## config.mk

```make
export PLATFORM = sky130hd
export DESIGN_NAME = elf_symbol_hash_engine_unit
export DESIGN_NICKNAME = d
export VERILOG_FILES = /design/src/hw/rtl/esh_pkg.sv /design/src/hw/rtl/esh_front.sv /design/src/hw/rtl/esh_queue.sv /design/src/hw/rtl/esh_back.sv /design/src/hw/rtl/elf_symbol_hash_engine_unit.sv
export SDC_FILE = /design/constraint.sdc
export NUM_CORES = 1
export LEC_CHECK = 0
export ABC_AREA = 1
export BUFFER_PORTS_ARGS = -buffer_cell sky130_fd_sc_hd__buf_2
export CORE_MARGIN = 3
export CORE_UTILIZATION = 55
export CTS_BUF_LIST = sky130_fd_sc_hd__clkbuf_2
export DETAILED_ROUTE_END_ITERATION = 10
export PLACE_DENSITY = 0.79
export SLEW_MARGIN = 10
export SYNTH_ARGS = -nofsm -noshare
export SYNTH_HDL_FRONTEND = slang
export SYNTH_SLANG_ARGS = --single-unit
```

## constraint.sdc

```tcl
create_clock -name clk_i -period 14.9 [get_ports clk_i]
set_input_delay 2.98 -clock clk_i [delete_from_list [all_inputs] [get_ports clk_i]]
set_output_delay 2.98 -clock clk_i [all_outputs]
set_load 0.005 [all_outputs]
```

## src/hw/rtl/esh_pkg.sv

```systemverilog
// Shared types, constants and hash helpers for the ELF symbol hash engine.
// No dependencies; every other RTL file of the block imports this package.
package esh_pkg;

  // GNU hash seed, queue sizing and divider sizing
  localparam logic [31:0] GnuSeed = 32'd5381;
  localparam int unsigned QDepth  = 2;
  localparam int unsigned QPtrW   = $clog2(QDepth);
  localparam int unsigned QCntW   = $clog2(QDepth + 1);
  localparam int unsigned DivBits = 32;
  localparam int unsigned DivCntW = $clog2(DivBits);

  // Configuration register indexes
  typedef enum logic [2:0] {
    CFG_SYSV_BUCKETS = 3'd0,
    CFG_GNU_BUCKETS  = 3'd1,
    CFG_BLOOM_WORDS  = 3'd2,
    CFG_BLOOM_SHIFT  = 3'd3
  } cfg_index_e;

  // Back end sequencer states
  typedef enum logic [1:0] {
    BK_IDLE,
    BK_DIV,
    BK_DONE
  } back_state_e;

  // Finished hashes of one name, as queued between front and back
  typedef struct packed {
    logic [27:0] classic;
    logic [31:0] gnu;
  } item_t;

  // Configuration register set
  typedef struct packed {
    logic [31:0] sysv_count;
    logic [31:0] gnu_count;
    logic [31:0] bloom_count;
    logic [5:0]  bloom_rshift;
  } cfg_t;

  // Queue status seen by both sides
  typedef struct packed {
    logic full;
    logic empty;
  } q_stat_t;

  // One byte step of the classic ELF hash
  function automatic logic [27:0] classic_update(logic [27:0] h, logic [7:0] b);
    logic [31:0] t;
    logic [31:0] top;
    t   = {h, 4'b0000} + {24'd0, b};
    top = t & 32'hF000_0000;
    t   = t ^ (top >> 24);
    t   = t & ~top;
    return t[27:0];
  endfunction

  // One byte step of the GNU hash: h * 33 + b, modulo 2^32
  function automatic logic [31:0] gnu_update(logic [31:0] h, logic [7:0] b);
    return (h << 5) + h + {24'd0, b};
  endfunction

endpackage

```

## src/hw/rtl/esh_front.sv

```systemverilog
// Front end: running classic and GNU hash accumulators, one byte per cycle while input is accepted.
// Depends on esh_pkg; pushes the finished hashes of each name into esh_queue.
module esh_front (
  input  logic          clk_i,
  input  logic          rst_ni,
  input  logic          accept_i,
  input  logic [7:0]    name_byte_i,
  input  logic          last_byte_i,
  output logic          push_o,
  output esh_pkg::item_t push_item_o
);
  import esh_pkg::*;

  logic [27:0] classic_q, classic_d;
  logic [31:0] gnu_q, gnu_d;
  logic [27:0] classic_next;
  logic [31:0] gnu_next;

  // Fold the incoming byte into both hashes
  assign classic_next = classic_update(classic_q, name_byte_i);
  assign gnu_next     = gnu_update(gnu_q, name_byte_i);

  // Hand off on the last byte and drop back to the seeds
  always_comb begin
    classic_d = classic_q;
    gnu_d     = gnu_q;
    if (accept_i) begin
      if (last_byte_i) begin
        classic_d = '0;
        gnu_d     = GnuSeed;
      end else begin
        classic_d = classic_next;
        gnu_d     = gnu_next;
      end
    end
  end

  assign push_o              = accept_i & last_byte_i;
  assign push_item_o.classic = classic_next;
  assign push_item_o.gnu     = gnu_next;

  always_ff @(posedge clk_i or negedge rst_ni) begin
    if (!rst_ni) begin
      classic_q <= '0;
      gnu_q     <= GnuSeed;
    end else begin
      classic_q <= classic_d;
      gnu_q     <= gnu_d;
    end
  end

endmodule

```

## src/hw/rtl/esh_queue.sv

```systemverilog
// Short FIFO of finished hash pairs between the front and back ends.
// Depends on esh_pkg for the entry type and depth.
module esh_queue (
  input  logic             clk_i,
  input  logic             rst_ni,
  input  logic             push_i,
  input  esh_pkg::item_t   push_item_i,
  input  logic             pop_i,
  output esh_pkg::item_t   pop_item_o,
  output esh_pkg::q_stat_t stat_o
);
  import esh_pkg::*;

  item_t             mem_q [QDepth];
  logic [QPtrW-1:0]  wr_ptr_q, wr_ptr_d;
  logic [QPtrW-1:0]  rd_ptr_q, rd_ptr_d;
  logic [QCntW-1:0]  count_q, count_d;

  assign stat_o.full  = (count_q == QCntW'(QDepth));
  assign stat_o.empty = (count_q == '0);
  assign pop_item_o   = mem_q[rd_ptr_q];

  // Advance pointers and occupancy
  always_comb begin
    wr_ptr_d = wr_ptr_q;
    rd_ptr_d = rd_ptr_q;
    count_d  = count_q;
    if (push_i) begin
      wr_ptr_d = (wr_ptr_q == QPtrW'(QDepth - 1)) ? '0 : wr_ptr_q + 1'b1;
    end
    if (pop_i) begin
      rd_ptr_d = (rd_ptr_q == QPtrW'(QDepth - 1)) ? '0 : rd_ptr_q + 1'b1;
    end
    if (push_i && !pop_i) begin
      count_d = count_q + 1'b1;
    end else if (pop_i && !push_i) begin
      count_d = count_q - 1'b1;
    end
  end

  always_ff @(posedge clk_i or negedge rst_ni) begin
    if (!rst_ni) begin
      wr_ptr_q <= '0;
      rd_ptr_q <= '0;
      count_q  <= '0;
    end else begin
      wr_ptr_q <= wr_ptr_d;
      rd_ptr_q <= rd_ptr_d;
      count_q  <= count_d;
    end
  end

  // Store entries
  always_ff @(posedge clk_i) begin
    if (push_i) begin
      mem_q[wr_ptr_q] <= push_item_i;
    end
  end

endmodule

```

## src/hw/rtl/esh_back.sv

```systemverilog
// Back end: two radix-2 restoring remainder lanes, Bloom terms, output register.
// Depends on esh_pkg; pops hash pairs from esh_queue.
module esh_back (
  input  logic             clk_i,
  input  logic             rst_ni,
  input  esh_pkg::item_t   q_item_i,
  input  esh_pkg::q_stat_t q_stat_i,
  output logic             q_pop_o,
  input  esh_pkg::cfg_t    cfg_i,
  input  logic             out_stall_i,
  output logic             out_valid_o,
  output logic [27:0]      classic_hash_o,
  output logic [31:0]      gnu_hash_value_o,
  output logic [31:0]      classic_bucket_o,
  output logic [31:0]      gnu_bucket_o,
  output logic [25:0]      bloom_word_sel_o,
  output logic [63:0]      bloom_mask_o,
  output logic             config_error_o
);
  import esh_pkg::*;

  back_state_e        state_q, state_d;
  logic [DivCntW-1:0] cnt_q, cnt_d;
  logic               out_valid_q, out_valid_d;
  logic               load_out;

  // Working registers of the two remainder lanes
  item_t       item_q;
  logic [31:0] dvd_c_q, dvd_g_q;
  logic [31:0] rem_c_q, rem_g_q;
  logic [31:0] rem_c_next, rem_g_next;
  logic [32:0] sh_c, sh_g, diff_c, diff_g;

  // One quotient bit per cycle in each lane
  assign sh_c       = {rem_c_q, dvd_c_q[31]};
  assign sh_g       = {rem_g_q, dvd_g_q[31]};
  assign diff_c     = sh_c - {1'b0, cfg_i.sysv_count};
  assign diff_g     = sh_g - {1'b0, cfg_i.gnu_count};
  assign rem_c_next = diff_c[32] ? sh_c[31:0] : diff_c[31:0];
  assign rem_g_next = diff_g[32] ? sh_g[31:0] : diff_g[31:0];

  // Sequence load, iterate and hand off
  always_comb begin
    state_d     = state_q;
    cnt_d       = cnt_q;
    out_valid_d = out_valid_q;
    q_pop_o     = 1'b0;
    load_out    = 1'b0;
    if (out_valid_q && !out_stall_i) begin
      out_valid_d = 1'b0;
    end
    case (state_q)
      BK_IDLE: begin
        if (!q_stat_i.empty) begin
          q_pop_o = 1'b1;
          cnt_d   = '0;
          state_d = BK_DIV;
        end
      end
      BK_DIV: begin
        cnt_d = cnt_q + 1'b1;
        if (cnt_q == DivCntW'(DivBits - 1)) begin
          state_d = BK_DONE;
        end
      end
      BK_DONE: begin
        if (!out_valid_q || !out_stall_i) begin
          load_out    = 1'b1;
          out_valid_d = 1'b1;
          state_d     = BK_IDLE;
        end
      end
      default: state_d = BK_IDLE;
    endcase
  end

  always_ff @(posedge clk_i or negedge rst_ni) begin
    if (!rst_ni) begin
      state_q     <= BK_IDLE;
      cnt_q       <= '0;
      out_valid_q <= 1'b0;
    end else begin
      state_q     <= state_d;
      cnt_q       <= cnt_d;
      out_valid_q <= out_valid_d;
    end
  end

  // Load or shift the lanes
  always_ff @(posedge clk_i) begin
    if (q_pop_o) begin
      item_q  <= q_item_i;
      dvd_c_q <= {4'd0, q_item_i.classic};
      dvd_g_q <= q_item_i.gnu;
      rem_c_q <= '0;
      rem_g_q <= '0;
    end else if (state_q == BK_DIV) begin
      dvd_c_q <= {dvd_c_q[30:0], 1'b0};
      dvd_g_q <= {dvd_g_q[30:0], 1'b0};
      rem_c_q <= rem_c_next;
      rem_g_q <= rem_g_next;
    end
  end

  // Bloom terms and configuration check
  logic [31:0] bloom_count_m1;
  logic [31:0] second_word;
  logic [5:0]  first_bit, second_bit;
  logic        shift_bad, err;

  assign bloom_count_m1 = cfg_i.bloom_count - 32'd1;
  assign shift_bad      = cfg_i.bloom_rshift[5];
  assign second_word    = shift_bad ? 32'd0 : (item_q.gnu >> cfg_i.bloom_rshift[4:0]);
  assign first_bit      = item_q.gnu[5:0];
  assign second_bit     = second_word[5:0];
  assign err = (cfg_i.sysv_count == '0) || (cfg_i.gnu_count == '0) ||
               (cfg_i.bloom_count == '0) ||
               ((cfg_i.bloom_count & bloom_count_m1) != '0) || shift_bad;

  // Hold the result until taken
  always_ff @(posedge clk_i) begin
    if (load_out) begin
      classic_hash_o   <= item_q.classic;
      gnu_hash_value_o <= item_q.gnu;
      classic_bucket_o <= (cfg_i.sysv_count == '0) ? 32'd0 : rem_c_q;
      gnu_bucket_o     <= (cfg_i.gnu_count == '0) ? 32'd0 : rem_g_q;
      bloom_word_sel_o <= item_q.gnu[31:6] & bloom_count_m1[25:0];
      bloom_mask_o     <= (64'd1 << first_bit) | (64'd1 << second_bit);
      config_error_o   <= err;
    end
  end

  assign out_valid_o = out_valid_q;

endmodule

```

## src/hw/rtl/elf_symbol_hash_engine_unit.sv

```systemverilog
// Top level of the ELF symbol hash engine: configuration registers and wiring.
// Depends on esh_pkg, esh_front, esh_queue and esh_back.
//
//  port group   direction  flow control           payload
//  in_*         input      in_valid_i/in_stall_o  name_byte_i, last_byte_i
//  out_*        output     out_valid_o/out_stall_i  hashes, buckets, Bloom, error
//  cfg_*        input      cfg_valid_i/cfg_ready_o  cfg_index_i, cfg_data_i
//
// Bytes are taken one per cycle while the two-entry name queue has room.
// Each name then passes through the back end in turn: one load, one remainder
// step per dividend bit in the bit-serial bucket lanes, and one output load; that loop sets the
// name rate. Reset returns the seeds, the registers' reset values and an
// empty queue. A stalled output holds the back end in its done state.
module elf_symbol_hash_engine_unit (
  input  logic        clk_i,
  input  logic        rst_ni,
  input  logic        in_valid_i,
  output logic        in_stall_o,
  input  logic [7:0]  name_byte_i,
  input  logic        last_byte_i,
  output logic        out_valid_o,
  input  logic        out_stall_i,
  output logic [27:0] classic_hash_o,
  output logic [31:0] gnu_hash_value_o,
  output logic [31:0] classic_bucket_o,
  output logic [31:0] gnu_bucket_o,
  output logic [25:0] bloom_word_sel_o,
  output logic [63:0] bloom_mask_o,
  output logic        config_error_o,
  input  logic        cfg_valid_i,
  output logic        cfg_ready_o,
  input  logic [2:0]  cfg_index_i,
  input  logic [31:0] cfg_data_i
);
  import esh_pkg::*;

  cfg_t    cfg_q, cfg_d;
  q_stat_t q_stat;
  item_t   push_item, pop_item;
  logic    in_accept, q_push, q_pop;

  // Configuration writes
  assign cfg_ready_o = 1'b1;

  always_comb begin
    cfg_d = cfg_q;
    if (cfg_valid_i) begin
      case (cfg_index_e'(cfg_index_i))
        CFG_SYSV_BUCKETS: cfg_d.sysv_count   = cfg_data_i;
        CFG_GNU_BUCKETS:  cfg_d.gnu_count    = cfg_data_i;
        CFG_BLOOM_WORDS:  cfg_d.bloom_count  = cfg_data_i;
        CFG_BLOOM_SHIFT:  cfg_d.bloom_rshift = cfg_data_i[5:0];
        default:          cfg_d = cfg_q;
      endcase
    end
  end

  always_ff @(posedge clk_i or negedge rst_ni) begin
    if (!rst_ni) begin
      cfg_q.sysv_count   <= 32'd1;
      cfg_q.gnu_count    <= 32'd1;
      cfg_q.bloom_count  <= 32'd1;
      cfg_q.bloom_rshift <= 6'd0;
    end else begin
      cfg_q <= cfg_d;
    end
  end

  // Stall input while the queue is full
  assign in_stall_o = q_stat.full;
  assign in_accept  = in_valid_i & ~in_stall_o;

  esh_front u_front (
    .clk_i       (clk_i),
    .rst_ni      (rst_ni),
    .accept_i    (in_accept),
    .name_byte_i (name_byte_i),
    .last_byte_i (last_byte_i),
    .push_o      (q_push),
    .push_item_o (push_item)
  );

  esh_queue u_queue (
    .clk_i       (clk_i),
    .rst_ni      (rst_ni),
    .push_i      (q_push),
    .push_item_i (push_item),
    .pop_i       (q_pop),
    .pop_item_o  (pop_item),
    .stat_o      (q_stat)
  );

  esh_back u_back (
    .clk_i            (clk_i),
    .rst_ni           (rst_ni),
    .q_item_i         (pop_item),
    .q_stat_i         (q_stat),
    .q_pop_o          (q_pop),
    .cfg_i            (cfg_q),
    .out_stall_i      (out_stall_i),
    .out_valid_o      (out_valid_o),
    .classic_hash_o   (classic_hash_o),
    .gnu_hash_value_o (gnu_hash_value_o),
    .classic_bucket_o (classic_bucket_o),
    .gnu_bucket_o     (gnu_bucket_o),
    .bloom_word_sel_o (bloom_word_sel_o),
    .bloom_mask_o     (bloom_mask_o),
    .config_error_o   (config_error_o)
  );

  // The front never pushes into a full queue
  assert property (@(posedge clk_i) disable iff (!rst_ni) !(q_push && q_stat.full))
    else $error("name queue overflow");

  // The back end pops only a filled queue
  assert property (@(posedge clk_i) disable iff (!rst_ni) q_pop |-> !q_stat.empty)
    else $error("pop from empty name queue");

  // The back end never pops two names in a row
  assert property (@(posedge clk_i) disable iff (!rst_ni) q_pop |=> !q_pop)
    else $error("back end popped two names in a row");

endmodule
```

==> results of run 1 <==
## routing by layer
metal	share of wire [%]	track usage, %
met4	2.5	9.060
met3	8.3	5.776
met1	45	40.43
met5	0	0
met2	44	41.04
## metrics by stage
stage | util [%] | total power (W)
floorplan | - | 0.005808
global placement | 59.00 | 0.006689
detailed placement | 59.00 | 0.006773
CTS | 61.61 | 0.008137
global route | 61.61 | 0.008837
finish | 61.61 | 0.008144
## flip-flops by register name (all words and copies together), names as in the netlist, 54 cells and up
name,cells
u_queue.mem_q,120
u_back.item_q,54
cfg_q,102
u_back.bloom_mask_o,64
## cells in the final DEF (no fill, tap or decap), types with 7 or more instances in the layout
cell type	Yosys	final
a31oi_1	60	60
nand3b_1	20	20
clkinv_1	1	39
nand2_2	9	9
nand2_1	1341	1341
nand3_1	235	232
a22o_1	13	13
nor2_2	7	7
edfxtp_1	455	455
nor2_1	370	367
nor3_1	47	47
dfstp_2	8	8
a21oi_1	118	117
ha_1	155	155
xor2_1	35	35
clkbuf_2	0	253
buf_4	16	17
inv_1	526	526
dfxtp_1	68	68
dfrtp_1	166	165
fa_1	7	7
and2_1	13	13
buf_2	26	264
nand4_1	120	120
inv_2	9	11
o21ai_0	179	178
nor4_1	17	17
xnor2_1	38	38
o21bai_1	12	12
nor2_4	11	14
o22ai_1	20	20
## path summary, 6_finish.rpt
check	start	to	slack [ns]	cells past startpoint
max in group asynchronous	rst_ni	cfg_q[56]$_DFFE_PN0P_	11.30	3
min in group asynchronous	rst_ni	u_front.classic_q[3]$_DFFE_PN0P_	1.55	1
min	u_back.item_q[54]$_DFFE_PP_	u_back.classic_hash_o[22]$_DFFE_PP_	0.38	0
min reg2reg	u_back.item_q[54]$_DFFE_PP_	u_back.classic_hash_o[22]$_DFFE_PP_	0.38	0
max	u_back.gnu_hash_value_o[22]$_DFFE_PP_	gnu_hash_value_o[22]	9.87	1
max reg2reg	cfg_q[0]$_DFFE_PN0P_	u_back.bloom_mask_o[7]$_DFFE_PP_	11.12	10
## power breakdown
part           leakage (nW)  switching, W  internal (W)
sequential             7.01      0.000344       0.00273
combinational          10.9       0.00252       0.00120
clock                  1.25      0.000795      0.000554
## synth_stat cells (4+ instances only)
master    instances
nor3_1           47
a31oi_1          60
inv_1           526
dfstp_2           8
o21bai_1         12
edfxtp_1        455
buf_4            16
nand3_1         235
nand4_1         120
nor2_2            7
nor2_1          370
or2_2             6
nand2_2           9
buf_6             7
buf_1            13
dfrtp_1         166
nor2_4           11
nor4_1           17
a21boi_0          4
o21a_1            4
nand2_1        1341
clkbuf_1         79
o21ai_0         179
inv_2             9
xnor2_1          38
a21o_1            5
nand3b_1         20
buf_2            26
a22o_1           13
dfxtp_1          68
and2_1           13
ha_1            155
fa_1              7
a21oi_1         118
xor2_1           35
o22ai_1          20
## cell families (layout without fill, tap and decap cells)
logic type	after synthesis	in the layout	share of synthesized area (%)
xor+xnor	73	73	1.753
other cells	1	2	0.01028
compound gates	428	428	6.585
simple gates	2202	2202	25.36
fa+ha+maj	162	162	5.703
buf+inv	680	1137	7.419
flops	697	697	53.17
## cell type report
cell class / count / share of cell area (%)
antenna: 1 / 0.006244
clock buffer: 253 / 3.160
clock inverter: 63 / 1.071
inverter: 539 / 5.080
multi-input combinational: 2866 / 35.99
sequential: 697 / 48.38
tap: 855 / 2.669
timing repair buffer: 282 / 3.643
==> flow_metrics.env, run 1 <==
export IMPL_firstDrtPassIters=6
export IMPL_synthesis_area_um2=36460
export IMPL_area_growth_pct=9.906
export IMPL_synth_cells=4243
export IMPL_cts_root_buf="clkbuf_2"
export IMPL_setup_violations=0
export IMPL_ys_types=52
export IMPL_max_slew_margin_pct=16.32
export IMPL_fin_nets=4767
export IMPL_crit_buf_inv=1
export IMPL_grt_pass1_vias=28030
export IMPL_regArea_um2=19390
export IMPL_synth_avg_cell_area_um2=8.594
export IMPL_place_area_um2=38380
export IMPL_portBuffers=265
export IMPL_critPathLaunchType="flop"
export IMPL_finalInstanceArea_um2=40080
export IMPL_hold_violations=0
export IMPL_p_leak_nw=19.20
export IMPL_dieArea_um2=69420
export IMPL_viasPerCell=5.398
export IMPL_rsz0062_at_grt="no"
export IMPL_drc=0
export IMPL_place_ws_ns=9.070
export IMPL_cp_max_fo=1
export IMPL_die_w_um=263.5
export IMPL_postRouteAntennaNets=0
export IMPL_max_stage_delay_ns=0.53
export IMPL_grt_first_pass_wirelength_um=152200
export IMPL_clk_pin_slew_ns=0.12
export IMPL_track_usage_pct=27.58
export IMPL_worstSkewPairLatency_ns=1.38
export IMPL_dpl_cell_count=5239
export IMPL_yosys_warnings=0
export IMPL_irDropWorstVdd_mv=0.2035
export IMPL_finalWorstSetupSlack_ns=9.865
export IMPL_tightestPinTransition_ns=1.255
export IMPL_synthArstFlopShare_pct=24.96
export IMPL_initial_core_util_pct=56.06
export IMPL_ctsHoldBuffers=0
export IMPL_cts_htree_levels=4
export IMPL_antenna_found_initial=1
export IMPL_hold_ws_ns=0.3752
export IMPL_die_height_um=263.5
export IMPL_path_cells="buf_2"
export IMPL_post_cts_buffers=0
export IMPL_period_needed_ns=5.035
export IMPL_numCtsBuffers=170
export IMPL_skew_ns=0.08210
export IMPL_hold_path_class="reg2reg"
export IMPL_synth_top_cell_area_share_pct=37.47
export IMPL_drt_wl_total_um=96630
export IMPL_overflow=0
export IMPL_dp_hpwl_um=69990
export IMPL_synth_edff_count=455
export IMPL_tns_ns=0
export IMPL_maxCapViolCount=0
export IMPL_instances_no_fill=5556
export IMPL_path_class="reg2out"
export IMPL_gp_congestion=0.9583
export IMPL_finalMaxSlewViolations=0
export IMPL_post_cts_resized=0
export IMPL_status="finished, final reports clean"
export IMPL_slowest_stage="edfxtp_1"
export IMPL_ys_seq_elements=697
export IMPL_ios=267
export IMPL_cts_buffer_depth=3
export IMPL_cellPowerDensity_nw_per_um2=203.2
export IMPL_ys_flop_type="edfxtp_1"
export IMPL_multi_input_area_um2=14420
export IMPL_wire_per_inst_um=17.39
export IMPL_grt_max_degree=112
export IMPL_first_iter_violations=2885
export IMPL_cpLargestDelayFamily="flip-flops"
export IMPL_fp_row_count=93
export IMPL_max_freq_mhz=198.6
export IMPL_cts_tree="built"
export IMPL_timing_final_crit_share_pct=33.79
export IMPL_dr_total_vias=29990
export IMPL_worstPathArrival_ns=2.05
export IMPL_yosys_top_cells_area="edfxtp_1, nand2_1, dfrtp_1, inv_1, ha_1"
export IMPL_fillers=5674
export IMPL_crit_path_end_kind="primary output"
export IMPL_synth_fp_nets=4454
export IMPL_seq_area_frac_synth_pct=53.17
export IMPL_required_ns=11.92
export IMPL_layout_drive_gt1_share_pct=13.40
export IMPL_cts_sinks=697
export IMPL_core_um2=65050
export IMPL_synth_area_leader_cell="edfxtp_1"
(Power assumes the default switching activity.)
==> run 2, diff against run 1 <==
--- a/config.mk
+++ b/config.mk
@@ -11,7 +11,7 @@
 export CORE_UTILIZATION = 55
 export CTS_BUF_LIST = sky130_fd_sc_hd__clkbuf_2
 export DETAILED_ROUTE_END_ITERATION = 10
-export PLACE_DENSITY = 0.79
+export PLACE_DENSITY = 0.82
 export SLEW_MARGIN = 10
 export SYNTH_ARGS = -nofsm -noshare
 export SYNTH_HDL_FRONTEND = slang
==> constraint.sdc (replaced) <==
create_clock -name clk_i -period 4.53 [get_ports clk_i]
set_input_delay 0.906 -clock clk_i [delete_from_list [all_inputs] [get_ports clk_i]]
set_output_delay 0.906 -clock clk_i [all_outputs]
set_load 0.005 [all_outputs]
==> flow_metrics.env, run 2 (same netlist as run 1, synthesis figures left out) <==
export IMPL_largest_reg_flops=120
export IMPL_cp_max_fo=33
export IMPL_firstDrtPassIters=8
export IMPL_grt_max_degree=122
export IMPL_top_register="u_queue.mem_q"
export IMPL_postRouteAntennaNets=0
export IMPL_post_cts_resized=0
export IMPL_portBuffers=265
export IMPL_final_cell_mix="nand2_1, inv_1, edfxtp_1"
export IMPL_grt_first_pass_wirelength_um=154200
export IMPL_cts_root_buf="clkbuf_2"
export IMPL_viasPerCell=5.451
export IMPL_status="finished, final reports clean"
export IMPL_maxCapViolCount=0
export IMPL_irDropWorstVdd_mv=0.3742
export IMPL_dieArea_um2=69420
export IMPL_cts_htree_levels=4
export IMPL_clk_pin_slew_ns=0.12
export IMPL_initial_core_util_pct=56.06
export IMPL_numCtsBuffers=172
export IMPL_required_ns=5.66
export IMPL_core_um2=65050
export IMPL_hold_path_class="in2reg"
export IMPL_setup_violations=0
export IMPL_p_leak_nw=19.44
export IMPL_max_stage_delay_ns=0.76
export IMPL_post_cts_buffers=0
export IMPL_worstSkewPairLatency_ns=1.48
export IMPL_ios=267
export IMPL_wire_per_inst_um=17.46
export IMPL_die_w_um=263.5
export IMPL_first_iter_violations=3034
export IMPL_crit_top_cell="nand3_1"
export IMPL_crit_path_end_kind="flop"
export IMPL_skew_ns=0.1403
export IMPL_reg_top3="u_queue.mem_q (120), cfg_q (102), u_back.bloom_mask_o (64)"
export IMPL_area_growth_pct=11.38
export IMPL_use_met3_pct=7.019
export IMPL_drt_wl_total_um=98070
export IMPL_max_freq_mhz=279.3
export IMPL_critPathLaunchType="flop"
export IMPL_rsz0062_at_grt="no"
export IMPL_cpLargestDelayFamily="simple AND/OR/NAND/NOR gates"
export IMPL_cts_tree="built"
export IMPL_hold_violations=0
export IMPL_slowest_stage="a21oi_4"
export IMPL_overflow=0
export IMPL_worstPathArrival_ns=4.71
export IMPL_dp_hpwl_um=70210
export IMPL_cts_buffer_depth=3
export IMPL_cellPowerDensity_nw_per_um2=659.5
export IMPL_die_height_um=263.5
export IMPL_fin_nets=4827
export IMPL_period_needed_ns=3.581
export IMPL_track_usage_pct=28.00
export IMPL_antenna_found_initial=5
export IMPL_design_power_total_w=0.02678
export IMPL_instances_no_fill=5617
export IMPL_top_usage_layer="met2"
export IMPL_dpl_cell_count=5251
export IMPL_path_class="reg2reg"
export IMPL_grtUsageMet1_pct=38.94
export IMPL_grt_pass1_vias=28950
export IMPL_drc=0
export IMPL_cts_sinks=697
export IMPL_crit_buf_inv=2
export IMPL_timing_final_crit_share_pct=79.05
export IMPL_tns_ns=0
export IMPL_layout_drive_gt1_share_pct=13.55
export IMPL_fp_row_count=93
export IMPL_mostFrequentLayoutCell="nand2_1"
export IMPL_path_cells="inv_2 -> nor2_2 -> nand3_1 -> nand3_1 -> nand3_1 -> a21oi_4 -> inv_2 -> nand4_1 -> nand2_1"
export IMPL_dr_total_vias=30620
export IMPL_finalMaxSlewViolations=0
export IMPL_tightestPinTransition_ns=1.153
export IMPL_use_met2_pct=42.76
export IMPL_gp_congestion=0.9914
export IMPL_max_slew_margin_pct=23.12
run 2: cell types whose count changed in the layout (fill, tap and decap cells not counted), sizes merged:
| cell | before | now |
|---|---|---|
| inv | 547 | 546 |
| clkbuf | 253 | 249 |
| diode | 1 | 8 |
| buf | 282 | 295 |
| bufinv | 5 | 1 |
| clkinv | 47 | 52 |
| dlygate4sd3 | 0 | 45 |
run 2: power breakdown:
group,total [W],leakage [nW],switching [W],internal (W)
combinational,0.0124,11.2,0.00841,0.00399
sequential,0.0101,7.01,0.00109,0.00899
clock,0.00430,1.22,0.00270,0.00161
run 2: cell type report:
class                           instances  area, µm²
Fill cell                            5408      24430
Sequential cell                       697      19390
Multi-Input combinational cell       2866      14420
Timing Repair Buffer                  340       2053
Inverter                              539       2036
Clock buffer                          249       1246
Tap cell                              855       1070
Clock inverter                         63      375.4
Antenna cell                            8      20.02
run 2: worst paths after layout:
| check | from | end | slack [ns] | cells after the start |
|---|---|---|---|---|
| max | cfg_q[2]$_DFFE_PN0P_ | u_back.bloom_mask_o[16]$_DFFE_PP_ | 0.95 | 9 |
| min | cfg_index_i[0] | cfg_q[3]$_DFFE_PN0P_ | 0.16 | 3 |
| max reg2reg | cfg_q[2]$_DFFE_PN0P_ | u_back.bloom_mask_o[16]$_DFFE_PP_ | 0.95 | 9 |
| min reg2reg | u_back.item_q[33]$_DFFE_PP_ | u_back.classic_hash_o[1]$_DFFE_PP_ | 0.42 | 0 |
| max in group asynchronous | rst_ni | cfg_q[54]$_DFFE_PN0P_ | 3.33 | 4 |
| min in group asynchronous | rst_ni | cfg_q[72]$_DFFE_PN0P_ | 0.46 | 3 |
run 2: routing by layer:
layer / routed length [µm] / vias to the layer above / share of wire [%]
li1: - / 14840 / -
met1: 41790 / 14140 / 43
met2: 43830 / 1416 / 45
met3: 9380 / 219 / 9.6
met4: 3061 / 0 / 3.1
met5: 0 / - / 0
run 2: what timing repair did:
item                                    CTS  global route
hold endpoints to repair                297             0
endpoints found under the setup margin    0             0
hold buffers                             46             0
run 2: worst reg2reg max path, delay by kind of cell, from the launching register on:
family,cells,cell delay (ns)
AO/OA/AOI/OAI,1,0.76
buffers and inverters,2,0.80
flip-flops,1,0.65
AND/OR/NAND/NOR,6,1.09
run 2: metrics by stage:
| step | hold WS [ns] | util, % | instance area, µm² | worst slack (ns) |
|---|---|---|---|---|
| after CTS | 0.003750 | 62.41 | 40590 | 1.060 |
| final | 0.1582 | 62.44 | 40610 | 0.9491 |
| after global routing | -0.001497 | 62.43 | 40610 | 0.7161 |
| after global placement | 0.4029 | 59.18 | 38490 | 0.8355 |
| after floorplan | 0.4003 | - | 36480 | -0.3413 |
| after detailed placement | 0.4045 | 59.18 | 38490 | 0.8087 |
